$ cat config.mk
export PLATFORM = sky130hd
export DESIGN_NAME = condition_code_unit
export DESIGN_NICKNAME = d
export VERILOG_FILES = /design/src/hw/rtl/ccu_pkg.sv /design/src/hw/rtl/condition_code_unit.sv /design/src/hw/rtl/ccu_flag_eval.sv /design/src/hw/rtl/ccu_cond_eval.sv
export VERILOG_INCLUDE_DIRS = /design/src /design/src/hw/rtl
export SDC_FILE = /design/constraint.sdc
export NUM_CORES = 1
export LEC_CHECK = 0
export ABC_AREA = 1
export BUFFER_PORTS_ARGS = -buffer_cell sky130_fd_sc_hd__buf_2
export CAP_MARGIN = 20
export CORE_ASPECT_RATIO = 0.6
export CORE_MARGIN = 2
export CORE_UTILIZATION = 48
export DETAILED_ROUTE_END_ITERATION = 12
export HOLD_SLACK_MARGIN = 0.1
export PLACE_DENSITY = 0.74
export RECOVER_POWER = 50
export SYNTH_ARGS = -nofsm -noshare
export SYNTH_HDL_FRONTEND = slang
export SYNTH_SLANG_ARGS = --single-unit
$ cat constraint.sdc
create_clock -name clk_i -period 11 [get_ports clk_i]
set_input_delay 1.1 -clock clk_i [delete_from_list [all_inputs] [get_ports clk_i]]
set_output_delay 1.1 -clock clk_i [all_outputs]
set_load 0.05 [all_outputs]
$ cat src/hw/rtl/condition_code_unit_macros.svh
// Assertion macros for the condition code unit RTL.
`ifndef CONDITION_CODE_UNIT_MACROS_SVH
`define CONDITION_CODE_UNIT_MACROS_SVH

// Same-cycle implication, disabled while reset is asserted.
`define CCU_ASSERT_NOW(label, clk, rst_n, ante, cons, msg) \
  label: assert property (@(posedge clk) disable iff (!(rst_n)) (ante) |-> (cons)) \
    else $error(msg);

// Next-cycle implication, disabled while reset is asserted.
`define CCU_ASSERT_NEXT(label, clk, rst_n, ante, cons, msg) \
  label: assert property (@(posedge clk) disable iff (!(rst_n)) (ante) |=> (cons)) \
    else $error(msg);

`endif

$ cat src/hw/rtl/ccu_pkg.sv
// Types and codes shared by the condition code unit modules.
`timescale 1ns / 1ps
`default_nettype none

package ccu_pkg;

  typedef enum logic {
    CMD_UPDATE = 1'b0,
    CMD_TEST   = 1'b1
  } ccu_cmd_e;

  // Flag register layout: bit4 X, bit3 N, bit2 Z, bit1 V, bit0 C.
  typedef struct packed {
    logic x;
    logic n;
    logic z;
    logic v;
    logic c;
  } ccu_flags_t;

  typedef struct packed {
    logic        x_rule;
    logic [1:0]  n_rule;
    logic [1:0]  z_rule;
    logic [2:0]  v_rule;
    logic [3:0]  c_rule;
    logic [1:0]  size_code;
    logic [5:0]  shift_count;
    logic [31:0] source_operand;
    logic [31:0] dest_operand;
    logic [31:0] result_value;
  } ccu_upd_t;

  localparam logic X_KEEP = 1'b0;
  localparam logic X_COPY = 1'b1;

  localparam logic [1:0] N_KEEP   = 2'd0;
  localparam logic [1:0] N_CLEAR  = 2'd1;
  localparam logic [1:0] N_SIGN   = 2'd2;
  localparam logic [1:0] N_TOGGLE = 2'd3;

  localparam logic [1:0] Z_KEEP   = 2'd0;
  localparam logic [1:0] Z_TOGGLE = 2'd1;
  localparam logic [1:0] Z_ZERO   = 2'd2;
  localparam logic [1:0] Z_STICKY = 2'd3;

  localparam logic [2:0] V_KEEP   = 3'd0;
  localparam logic [2:0] V_CLEAR  = 3'd1;
  localparam logic [2:0] V_TOGGLE = 3'd2;
  localparam logic [2:0] V_ADD    = 3'd3;
  localparam logic [2:0] V_SUB    = 3'd4;
  localparam logic [2:0] V_DR     = 3'd5;
  localparam logic [2:0] V_ASL    = 3'd6;

  localparam logic [3:0] C_KEEP   = 4'd0;
  localparam logic [3:0] C_TOGGLE = 4'd1;
  localparam logic [3:0] C_CLEAR  = 4'd2;
  localparam logic [3:0] C_FROM_X = 4'd3;
  localparam logic [3:0] C_ROR    = 4'd4;
  localparam logic [3:0] C_ROL    = 4'd5;
  localparam logic [3:0] C_DR     = 4'd6;
  localparam logic [3:0] C_ADD    = 4'd7;
  localparam logic [3:0] C_SUB    = 4'd8;
  localparam logic [3:0] C_ASR    = 4'd9;
  localparam logic [3:0] C_LSR    = 4'd10;
  localparam logic [3:0] C_LSL    = 4'd11;

  localparam logic [1:0] SIZE_BYTE = 2'd0;
  localparam logic [1:0] SIZE_WORD = 2'd1;

  localparam logic [3:0] COND_T  = 4'd0;
  localparam logic [3:0] COND_F  = 4'd1;
  localparam logic [3:0] COND_HI = 4'd2;
  localparam logic [3:0] COND_LS = 4'd3;
  localparam logic [3:0] COND_CC = 4'd4;
  localparam logic [3:0] COND_CS = 4'd5;
  localparam logic [3:0] COND_NE = 4'd6;
  localparam logic [3:0] COND_EQ = 4'd7;
  localparam logic [3:0] COND_VC = 4'd8;
  localparam logic [3:0] COND_VS = 4'd9;
  localparam logic [3:0] COND_PL = 4'd10;
  localparam logic [3:0] COND_MI = 4'd11;
  localparam logic [3:0] COND_GE = 4'd12;
  localparam logic [3:0] COND_LT = 4'd13;
  localparam logic [3:0] COND_GT = 4'd14;
  localparam logic [3:0] COND_LE = 4'd15;

endpackage

`default_nettype wire

$ cat src/hw/rtl/condition_code_unit.sv
// Top level of the condition code unit: input stage, flag register, result stage.
//
// Usage:
//   Input channel (in_valid_i / in_stall_o) carries one beat per instruction:
//   command_i selects an update of the X N Z V C flags by per-flag rule codes,
//   or a test of one of the sixteen branch conditions on the current flags.
//   Output channel (out_valid_o / out_stall_i) returns exactly one beat per
//   input beat: the flags after that beat and, for tests, the condition outcome
//   (0 for updates).
//   A beat passes the input register, then the result register, before
//   out_valid_o rises. Throughput: one beat per cycle while the output is not
//   stalled; the flag logic between the two registers is a single pass over five
//   flag bits and its carry mux.
//   Reset: all flags clear, both stages empty.
//   A stall on the output holds the result beat; the input stage still takes one
//   more beat and then stalls the input until the result moves on.
`timescale 1ns / 1ps
`default_nettype none
`include "condition_code_unit_macros.svh"

module condition_code_unit
  import ccu_pkg::*;
(
  input  logic        clk_i,
  input  logic        rst_ni,
  input  logic        in_valid_i,
  output logic        in_stall_o,
  input  logic        command_i,
  input  logic        x_rule_i,
  input  logic [1:0]  n_rule_i,
  input  logic [1:0]  z_rule_i,
  input  logic [2:0]  v_rule_i,
  input  logic [3:0]  c_rule_i,
  input  logic [1:0]  size_code_i,
  input  logic [5:0]  shift_count_i,
  input  logic [31:0] source_operand_i,
  input  logic [31:0] dest_operand_i,
  input  logic [31:0] result_value_i,
  input  logic [3:0]  condition_i,
  output logic        out_valid_o,
  input  logic        out_stall_i,
  output logic [4:0]  flags_o,
  output logic        condition_true_o
);

  logic       in_accept;
  logic       advance;
  logic       s1_valid_q;
  logic       s1_valid_d;
  ccu_cmd_e   s1_cmd_q;
  logic [3:0] s1_cond_q;
  ccu_upd_t   s1_upd_q;
  ccu_flags_t flags_q;
  ccu_flags_t flags_d;
  ccu_flags_t upd_flags;
  logic       cond_true;
  logic       out_valid_q;
  logic       out_valid_d;
  ccu_flags_t out_flags_q;
  logic       out_true_q;

  // Result stage frees up when empty or when its beat is taken this cycle.
  assign advance    = s1_valid_q && (!out_valid_q || !out_stall_i);
  assign in_stall_o = s1_valid_q && !advance;
  assign in_accept  = in_valid_i && !in_stall_o;

  assign s1_valid_d  = in_accept || (s1_valid_q && !advance);
  assign out_valid_d = advance || (out_valid_q && out_stall_i);

  ccu_flag_eval u_flag_eval (
    .flags_i (flags_q),
    .upd_i   (s1_upd_q),
    .flags_o (upd_flags)
  );

  ccu_cond_eval u_cond_eval (
    .flags_i     (flags_q),
    .condition_i (s1_cond_q),
    .cond_true_o (cond_true)
  );

  // Tests leave the flags alone.
  assign flags_d = (s1_cmd_q == CMD_TEST) ? flags_q : upd_flags;

  always_ff @(posedge clk_i or negedge rst_ni) begin
    if (!rst_ni) begin
      s1_valid_q  <= 1'b0;
      out_valid_q <= 1'b0;
      flags_q     <= '0;
    end else begin
      s1_valid_q  <= s1_valid_d;
      out_valid_q <= out_valid_d;
      if (advance) begin
        flags_q <= flags_d;
      end
    end
  end

  always_ff @(posedge clk_i) begin
    if (in_accept) begin
      s1_cmd_q                <= ccu_cmd_e'(command_i);
      s1_cond_q               <= condition_i;
      s1_upd_q.x_rule         <= x_rule_i;
      s1_upd_q.n_rule         <= n_rule_i;
      s1_upd_q.z_rule         <= z_rule_i;
      s1_upd_q.v_rule         <= v_rule_i;
      s1_upd_q.c_rule         <= c_rule_i;
      s1_upd_q.size_code      <= size_code_i;
      s1_upd_q.shift_count    <= shift_count_i;
      s1_upd_q.source_operand <= source_operand_i;
      s1_upd_q.dest_operand   <= dest_operand_i;
      s1_upd_q.result_value   <= result_value_i;
    end
    if (advance) begin
      out_flags_q <= flags_d;
      out_true_q  <= (s1_cmd_q == CMD_TEST) ? cond_true : 1'b0;
    end
  end

  assign out_valid_o      = out_valid_q;
  assign flags_o          = out_flags_q;
  assign condition_true_o = out_true_q;

  `CCU_ASSERT_NEXT(a_test_keeps_flags, clk_i, rst_ni,
    advance && (s1_cmd_q == CMD_TEST), flags_q == $past(flags_q),
    "test beat changed the flag register")

  `CCU_ASSERT_NEXT(a_update_not_true, clk_i, rst_ni,
    advance && (s1_cmd_q == CMD_UPDATE), !condition_true_o,
    "update beat reported a true condition")

  `CCU_ASSERT_NOW(a_out_matches_state, clk_i, rst_ni,
    out_valid_q, out_flags_q == flags_q,
    "pending result flags differ from the flag register")

  `CCU_ASSERT_NOW(a_empty_out_no_stall, clk_i, rst_ni,
    !out_valid_q, !in_stall_o,
    "input stalled while the result stage is empty")

endmodule

`default_nettype wire

$ cat src/hw/rtl/ccu_flag_eval.sv
// Next-flag logic for an update beat: N, Z, V, C rules and the X copy.
`timescale 1ns / 1ps
`default_nettype none

module ccu_flag_eval
  import ccu_pkg::*;
(
  input  ccu_flags_t flags_i,
  input  ccu_upd_t   upd_i,
  output ccu_flags_t flags_o
);

  function automatic logic bit_at(input logic [31:0] val, input logic [5:0] pos);
    bit_at = pos[5] ? 1'b0 : val[pos[4:0]];
  endfunction

  logic [5:0]  size_w;
  logic [5:0]  size_m1;
  logic [31:0] mask;
  logic [31:0] sign_bit;
  logic [31:0] src_m;
  logic [31:0] dst_m;
  logic [31:0] res_m;
  logic        sm;
  logic        dm;
  logic        rm;
  logic        res_zero;
  logic [5:0]  cnt;
  logic [31:0] asl_top;
  logic        asl_v;
  logic [5:0]  ror_k;
  logic [5:0]  rol_k;
  logic [5:0]  asr_k;
  logic        cnt_big;
  logic        cnt_zero;
  ccu_flags_t  nf;

  always_comb begin
    case (upd_i.size_code)
      SIZE_BYTE: begin
        size_w = 6'd8;
        mask   = 32'h0000_00ff;
      end
      SIZE_WORD: begin
        size_w = 6'd16;
        mask   = 32'h0000_ffff;
      end
      default: begin
        size_w = 6'd32;
        mask   = 32'hffff_ffff;
      end
    endcase
  end

  assign size_m1  = size_w - 6'd1;
  assign sign_bit = mask & ~(mask >> 1);
  assign src_m    = upd_i.source_operand & mask;
  assign dst_m    = upd_i.dest_operand & mask;
  assign res_m    = upd_i.result_value & mask;
  assign sm       = |(src_m & sign_bit);
  assign dm       = |(dst_m & sign_bit);
  assign rm       = |(res_m & sign_bit);
  assign res_zero = (res_m == 32'd0);
  assign cnt      = upd_i.shift_count;
  assign cnt_big  = (cnt > size_w);
  assign cnt_zero = (cnt == 6'd0);

  // ASL overflow: top count+1 bits of the source must all agree.
  assign asl_top = ~(mask >> ({1'b0, cnt} + 7'd1)) & mask;
  assign asl_v   = (cnt >= size_w) ? (src_m != 32'd0)
                                   : ((|(asl_top & src_m)) && (|(asl_top & ~src_m)));

  // Rotate and arithmetic shift counts, reduced or clamped to the size.
  always_comb begin
    ror_k = cnt_big ? (cnt & size_m1) : cnt;
    if (ror_k == 6'd0) begin
      ror_k = size_w;
    end
  end
  assign rol_k = cnt & size_m1;
  assign asr_k = cnt_big ? size_w : cnt;

  always_comb begin
    nf = flags_i;

    case (upd_i.n_rule)
      N_KEEP:   nf.n = flags_i.n;
      N_CLEAR:  nf.n = 1'b0;
      N_SIGN:   nf.n = rm;
      N_TOGGLE: nf.n = ~flags_i.n;
      default:  nf.n = flags_i.n;
    endcase

    case (upd_i.z_rule)
      Z_KEEP:   nf.z = flags_i.z;
      Z_TOGGLE: nf.z = ~flags_i.z;
      Z_ZERO:   nf.z = res_zero;
      Z_STICKY: nf.z = flags_i.z & res_zero;
      default:  nf.z = flags_i.z;
    endcase

    case (upd_i.v_rule)
      V_KEEP:   nf.v = flags_i.v;
      V_CLEAR:  nf.v = 1'b0;
      V_TOGGLE: nf.v = ~flags_i.v;
      V_ADD:    nf.v = (sm & dm & ~rm) | (~sm & ~dm & rm);
      V_SUB:    nf.v = (~sm & dm & ~rm) | (sm & ~dm & rm);
      V_DR:     nf.v = dm & rm;
      V_ASL:    nf.v = asl_v;
      default:  nf.v = flags_i.v;
    endcase

    case (upd_i.c_rule)
      C_KEEP:   nf.c = flags_i.c;
      C_TOGGLE: nf.c = ~flags_i.c;
      C_CLEAR:  nf.c = 1'b0;
      C_FROM_X: nf.c = flags_i.x;
      C_ROR:    nf.c = bit_at(dst_m, ror_k - 6'd1);
      C_ROL:    nf.c = (rol_k == 6'd0) ? dst_m[0] : bit_at(dst_m, size_w - rol_k);
      C_DR:     nf.c = dm | rm;
      C_ADD:    nf.c = (sm & dm) | (~rm & dm) | (sm & ~rm);
      C_SUB:    nf.c = (sm & ~dm) | (rm & ~dm) | (sm & rm);
      C_ASR:    nf.c = (asr_k == 6'd0) ? 1'b0 : bit_at(dst_m, asr_k - 6'd1);
      C_LSR:    nf.c = (cnt_big || cnt_zero) ? 1'b0 : bit_at(dst_m, cnt - 6'd1);
      C_LSL:    nf.c = (cnt_big || cnt_zero) ? 1'b0 : bit_at(dst_m, size_w - cnt);
      default:  nf.c = flags_i.c;
    endcase

    // With X_COPY, X follows the new carry last; X_KEEP holds it.
    case (upd_i.x_rule)
      X_COPY:  nf.x = nf.c;
      X_KEEP:  nf.x = flags_i.x;
      default: nf.x = flags_i.x;
    endcase
  end

  assign flags_o = nf;

endmodule

`default_nettype wire

$ cat src/hw/rtl/ccu_cond_eval.sv
// Branch condition evaluation on the current flags.
`timescale 1ns / 1ps
`default_nettype none

module ccu_cond_eval
  import ccu_pkg::*;
(
  input  ccu_flags_t  flags_i,
  input  logic [3:0]  condition_i,
  output logic        cond_true_o
);

  always_comb begin
    case (condition_i)
      COND_T:  cond_true_o = 1'b1;
      COND_F:  cond_true_o = 1'b0;
      COND_HI: cond_true_o = ~flags_i.c & ~flags_i.z;
      COND_LS: cond_true_o = flags_i.c | flags_i.z;
      COND_CC: cond_true_o = ~flags_i.c;
      COND_CS: cond_true_o = flags_i.c;
      COND_NE: cond_true_o = ~flags_i.z;
      COND_EQ: cond_true_o = flags_i.z;
      COND_VC: cond_true_o = ~flags_i.v;
      COND_VS: cond_true_o = flags_i.v;
      COND_PL: cond_true_o = ~flags_i.n;
      COND_MI: cond_true_o = flags_i.n;
      COND_GE: cond_true_o = ~(flags_i.n ^ flags_i.v);
      COND_LT: cond_true_o = flags_i.n ^ flags_i.v;
      COND_GT: cond_true_o = ~(flags_i.n ^ flags_i.v) & ~flags_i.z;
      COND_LE: cond_true_o = (flags_i.n ^ flags_i.v) | flags_i.z;
      default: cond_true_o = 1'b0;
    endcase
  end

endmodule

`default_nettype wire
Word-level counts from Yosys, hierarchy flattened
Cells that the tools add are included.

Magnitude comparators: 7. Equal/unequal tests: 39. Add/subtract/negate cells: 7. Bitwise operators: 49. Reduce and logical (&&, ||, !) cells: 28. Shift operators: 1. Mux-type cells: 32.

Operator list (count): bitwise AND 32 bit (10); OR reduction 32 bit (5); inverter 32 bit (2); case mux 32 bit (2 select lines) (1); == test 4 bit, second input constant (12); == test 4 x 3 -> 1 bit, second input constant (8); logical NOT 32 bit (1); inverter 31 -> 32 bit (1); nonzero test 32 bit (1); right shift 32 x 7 -> 32 bit (1); < comparator 5 x 6 -> 1 bit, second input constant (5); binary-select mux 1 bit (select 5 bit) (5); logical NOT 6 bit (4); subtractor 6 x 1 -> 6 bit, second input constant (4); two-way mux 6 bit (3); bitwise AND 1 bit (16); == test 4 x 2 -> 1 bit, second input constant (4); case mux 1 bit (16 select lines) (1); two-way mux 1 bit (15); case mux 6 bit (2 select lines) (1); subtractor 6 bit (2); case mux 1 bit (11 select lines) (1); == test 3 bit, second input constant (3); inverter 1 bit (9); 20 further kinds (48).

Logic and storage cells: 188. Output and inout bits: 8. Input port bits: 125. Flip-flop bits (word level): 134.

Depth between registers and ports, before layout
Depth in word-level cells: 14. Depth in mapped cells: 29. Depth with buffers taken out: 27.

Cells and area by module
Synthesis repeated with hierarchy kept, for this count alone.

Cell total of the unflattened synthesis: 1014. Area, all modules: 8284.2 sq um.

Modules (own cells, without submodules): condition_code_unit (times used 1, seq. area each 3988.8 sq um, area an instance 4180.3 sq um, cells each 178); ccu_flag_eval (times used 1, seq. area each 0.0 sq um, area an instance 3891.2 sq um, cells each 785); ccu_cond_eval (times used 1, seq. area each 0.0 sq um, area an instance 212.7 sq um, cells each 51).

Least setup slack after synthesis
Ideal clock, no wire load.

Path kind: input to register. Start: in out_stall_i. End: reg s1_cmd_q (enable). Stages: 3. Path slack: 6897 ps. Arrival time: 3629 ps. Path buffers: 0. Data required time: 10526 ps. Path through: nand2_1 -> o21ai_0 -> inv_1.

Word-level cells in the longest chain between the ends: 7.

Ends and longest elaborated chain: start: declaration (line condition_code_unit.sv:41) `input logic out_stall_i,`; logical NOT 1 bit (line condition_code_unit.sv:63) `assign advance = s1_valid_q && (!out_valid_q || !out_stall_i);`; logical OR 1 bit (line condition_code_unit.sv:63); logical AND 1 bit (line condition_code_unit.sv:63); logical NOT 1 bit (line condition_code_unit.sv:64) `assign in_stall_o = s1_valid_q && !advance;`; logical AND 1 bit (line condition_code_unit.sv:64); logical NOT 1 bit (line condition_code_unit.sv:65) `assign in_accept = in_valid_i && !in_stall_o;`; logical AND 1 bit (line condition_code_unit.sv:65); named net in_accept (line condition_code_unit.sv:46) `logic in_accept;`; end signal: assignment (line condition_code_unit.sv:101) `s1_cmd_q <= ccu_cmd_e'(command_i);`; end: declaration (line condition_code_unit.sv:50) `ccu_cmd_e s1_cmd_q;`.

The timed path passes the listed nets, and every way through them passes these cells. A chain may end at the register's enable or synchronous reset.

==> flow_summary.json <==
{
  "status": "finished with violations",
  "violations": "max-capacitance violations, max-slew violations",
  "clock_latency_ps": 420,
  "synthArstFlopShare": 0.0522,
  "seq_area_um2": 3990,
  "core_um2": 16300,
  "min_to": "out_valid_o",
  "boundaryPins": 133,
  "dp_hpwl_um": 16400,
  "p_sw_w": 0.000461,
  "die_y_um": 104,
  "path_class": "register to register",
  "clock.fmax_ghz": 0.191,
  "p_int_w": 0.00101,
  "synth_common_cells": "225 x nand2_1, 127 x edfxtp_1, 111 x inv_1",
  "r2r_cells": 22,
  "final.setup.tns_ps": 0,
  "clock_skew_ps": 11.1,
  "h-tree-depth": 4,
  "multi_input_area_um2": 3400,
  "ys_top_cells_by_area": "edfxtp_1 47%, nand2_1 11%, nand3_1 5.7%",
  "whs_path_depth": 2,
  "clk_pin_slew_ps": 60,
  "initial_utilization": 0.493,
  "power_frac_comb": 0.199,
  "synth.avg_cell_area_um2": 8.29,
  "p_leak_nw": 4.11,
  "cp-end-kind": "register",
  "synth-seq-area-share": 0.496,
  "synth_seq_cells": 134,
  "finalHoldViolCount": 0,
  "synthFlopType": "edfxtp_1",
  "clk_path_buf_depth": 2,
  "grt_usage": 0.258,
  "finalCritPeriodShare": 0.476,
  "clkSinkCount": 134,
  "p_seq_frac": 0.429,
  "grt_max_degree": 71,
  "relSlewSlack": -0.487,
  "antenna_found_initial": 0,
  "r2r-end": "flags_o[0]",
  "synth_edf_count": 127,
  "dieArea_um2": 17800,
  "overflow": 0,
  "port_buffers": 132,
  "wirelength_um": 22700,
  "setup_viol": 0,
  "drcViolationCount": 0,
  "fillCellCount": 1504,
  "slew_viol_final": 53,
  "cts-buffers-inserted": 17,
  "maxCapViolCount": 1,
  "synthCells": 970,
  "place.gp.congestion": 1.01,
  "start_kind": "register",
  "final_nets": 1219,
  "regToRegSetupSlack_ps": 5770,
  "post_drt_wl_per_cell_um": 17.1,
  "min-delay-start": "s1_valid_q",
  "antenna_cells": 0,
  "cts_setup_buffers": 0,
  "drtIter0Drc": 948,
  "first_pass_iters": 6,
  "cts_resized": 0,
  "p_per_area_nw_per_um2": 157,
  "vias_per_cell": 5.67,
  "synth_warnings": 0,
  "grt_pass1_wl_um": 35500,
  "r2r_start": "s1_upd_q[103]",
  "synth_top_cell_by_area": "edfxtp_1",
  "syn-num-nets": 1102,
  "synth.cell_area_um2": 8040,
  "drive_gt1_frac": 0.170,
  "rows": 36,
  "min_path_type": "register to register",
  "crit_required_ps": 11160,
  "rsz0062_at_grt": "false",
  "hold_buffers": 0,
  "area_growth_pct": 16.8,
  "die_w_um": 171,
  "via_count": 7524,
  "switching_share": 0.312,
  "synth_top_area_share": 0.474,
  "cts_tree": "built",
  "peakVddDrop_mv": 0.0877,
  "grt_pass1_vias": 6588,
  "cts_root_buffer": "clkbuf_16",
  "ant_nets": 0,
  "worst-endpoint-arrival_ps": 5400,
  "tightest_slew_ps": 2220,
  "final_util": 0.576,
  "finalCriticalPeriod_ps": 5230,
  "clock_power_share": 0.372,
  "ys_types": 50,
  "synth_most_common_cell": "nand2_1",
  "critical_path.max_fanout": 54
}
[worst max-delay path by stage]
stage / slack, ps / to / from / depth (start not counted)
after floorplan: 6900 / s1_cmd_q / out_stall_i / 3
after global placement: 6060 / flags_o[4] / s1_upd_q[103] / 22
after detailed placement: 5920 / flags_o[0] / s1_upd_q[103] / 22
after CTS: 5910 / flags_o[0] / s1_upd_q[103] / 22
after global routing: 5280 / flags_q[4] / s1_upd_q[103] / 24
final: 5770 / flags_o[0] / s1_upd_q[103] / 22
[power groups by stage]
stage / clock (W) / sequential (W) / combinational, W
after floorplan: 0 / 0.000645 / 0.000194
after global placement: 0 / 0.000641 / 0.000279
after detailed placement: 0 / 0.000642 / 0.000283
after CTS: 0.000558 / 0.000632 / 0.000285
after global routing: 0.000577 / 0.000637 / 0.000325
final: 0.000549 / 0.000633 / 0.000293
[area by class of cell]
cell class	instances	share of cell area
inverters	121	0.0490
flip-flops and latches	134	0.425
repair buffers	138	0.0751
well taps	228	0.0304
multi-input cells	675	0.362
clock buffers	18	0.0457
clock inverters	14	0.0136
[logic make-up after synthesis]
kind of cell	count (synthesis)	synth area share
and+or+nand+nor	446	0.240
AOI/OAI and AO/OA	208	0.155
buffers and inverters	161	0.0815
DFF	134	0.496
xor gates and xnor gates	14	0.0162
adders and majority gates	7	0.0109
[cells in the final DEF, fill, tap and decap left out, types with 8 or more instances in the layout]
cell type,n
nand2_1,225
buf_2,129
edfxtp_1,127
inv_1,110
nand3_1,91
o21ai_0,82
nor2_1,72
a21oi_1,52
nor3_1,17
o211ai_1,17
clkbuf_16,17
nand4_1,13
nor4_1,11
o22ai_1,10
xor2_1,8
a31oi_1,8
[critical path, stage by stage (launching register included)]
cell	delay, ps
edfxtp_1	320
buf_4	460
inv_6	160
nand2_1	600
ha_1	370
inv_1	70
nand3_1	100
nor2_1	140
nand2_2	80
nand3_1	390
o21ai_1	150
nand2_1	650
nand2_2	420
nand2_1	140
nand3_1	70
nand2_1	100
nand2_1	50
nand3_1	70
nand3_1	170
nand3_1	130
nand2_1	70
nand2_1	140
a21boi_1	80
[metal layers]
metal,global-route usage,wire [um]
met5,0.00580,0
met4,0.0527,221
met3,0.0765,2870
met1,0.425,11100
met2,0.324,8520
[per-stage QoR]
stage | hold WS (ps) | area, um2 | instances | power, W | setup WS, ps
2_1_floorplan | 457 | 8040 | 970 | 0.000839 | 6900
3_3_place_gp | 467 | 8830 | 1295 | 0.000920 | 6060
3_5_place_dp | 485 | 8830 | 1295 | 0.000924 | 5920
4_1_cts | 496 | 9390 | 1327 | 0.00147 | 5910
5_1_grt | 524 | 9390 | 1328 | 0.00154 | 5280
6_report | 494 | 9390 | 1328 | 0.00148 | 5770
[state kept, by name, summed over array words and instances (netlist names)]
register,count
out_valid_o,1
condition_true_o,1
s1_upd_q,116
s1_cond_q,4
flags_q,5
s1_valid_q,1
flags_o,5
s1_cmd_q,1
Power figures use the tool's default switching activity.
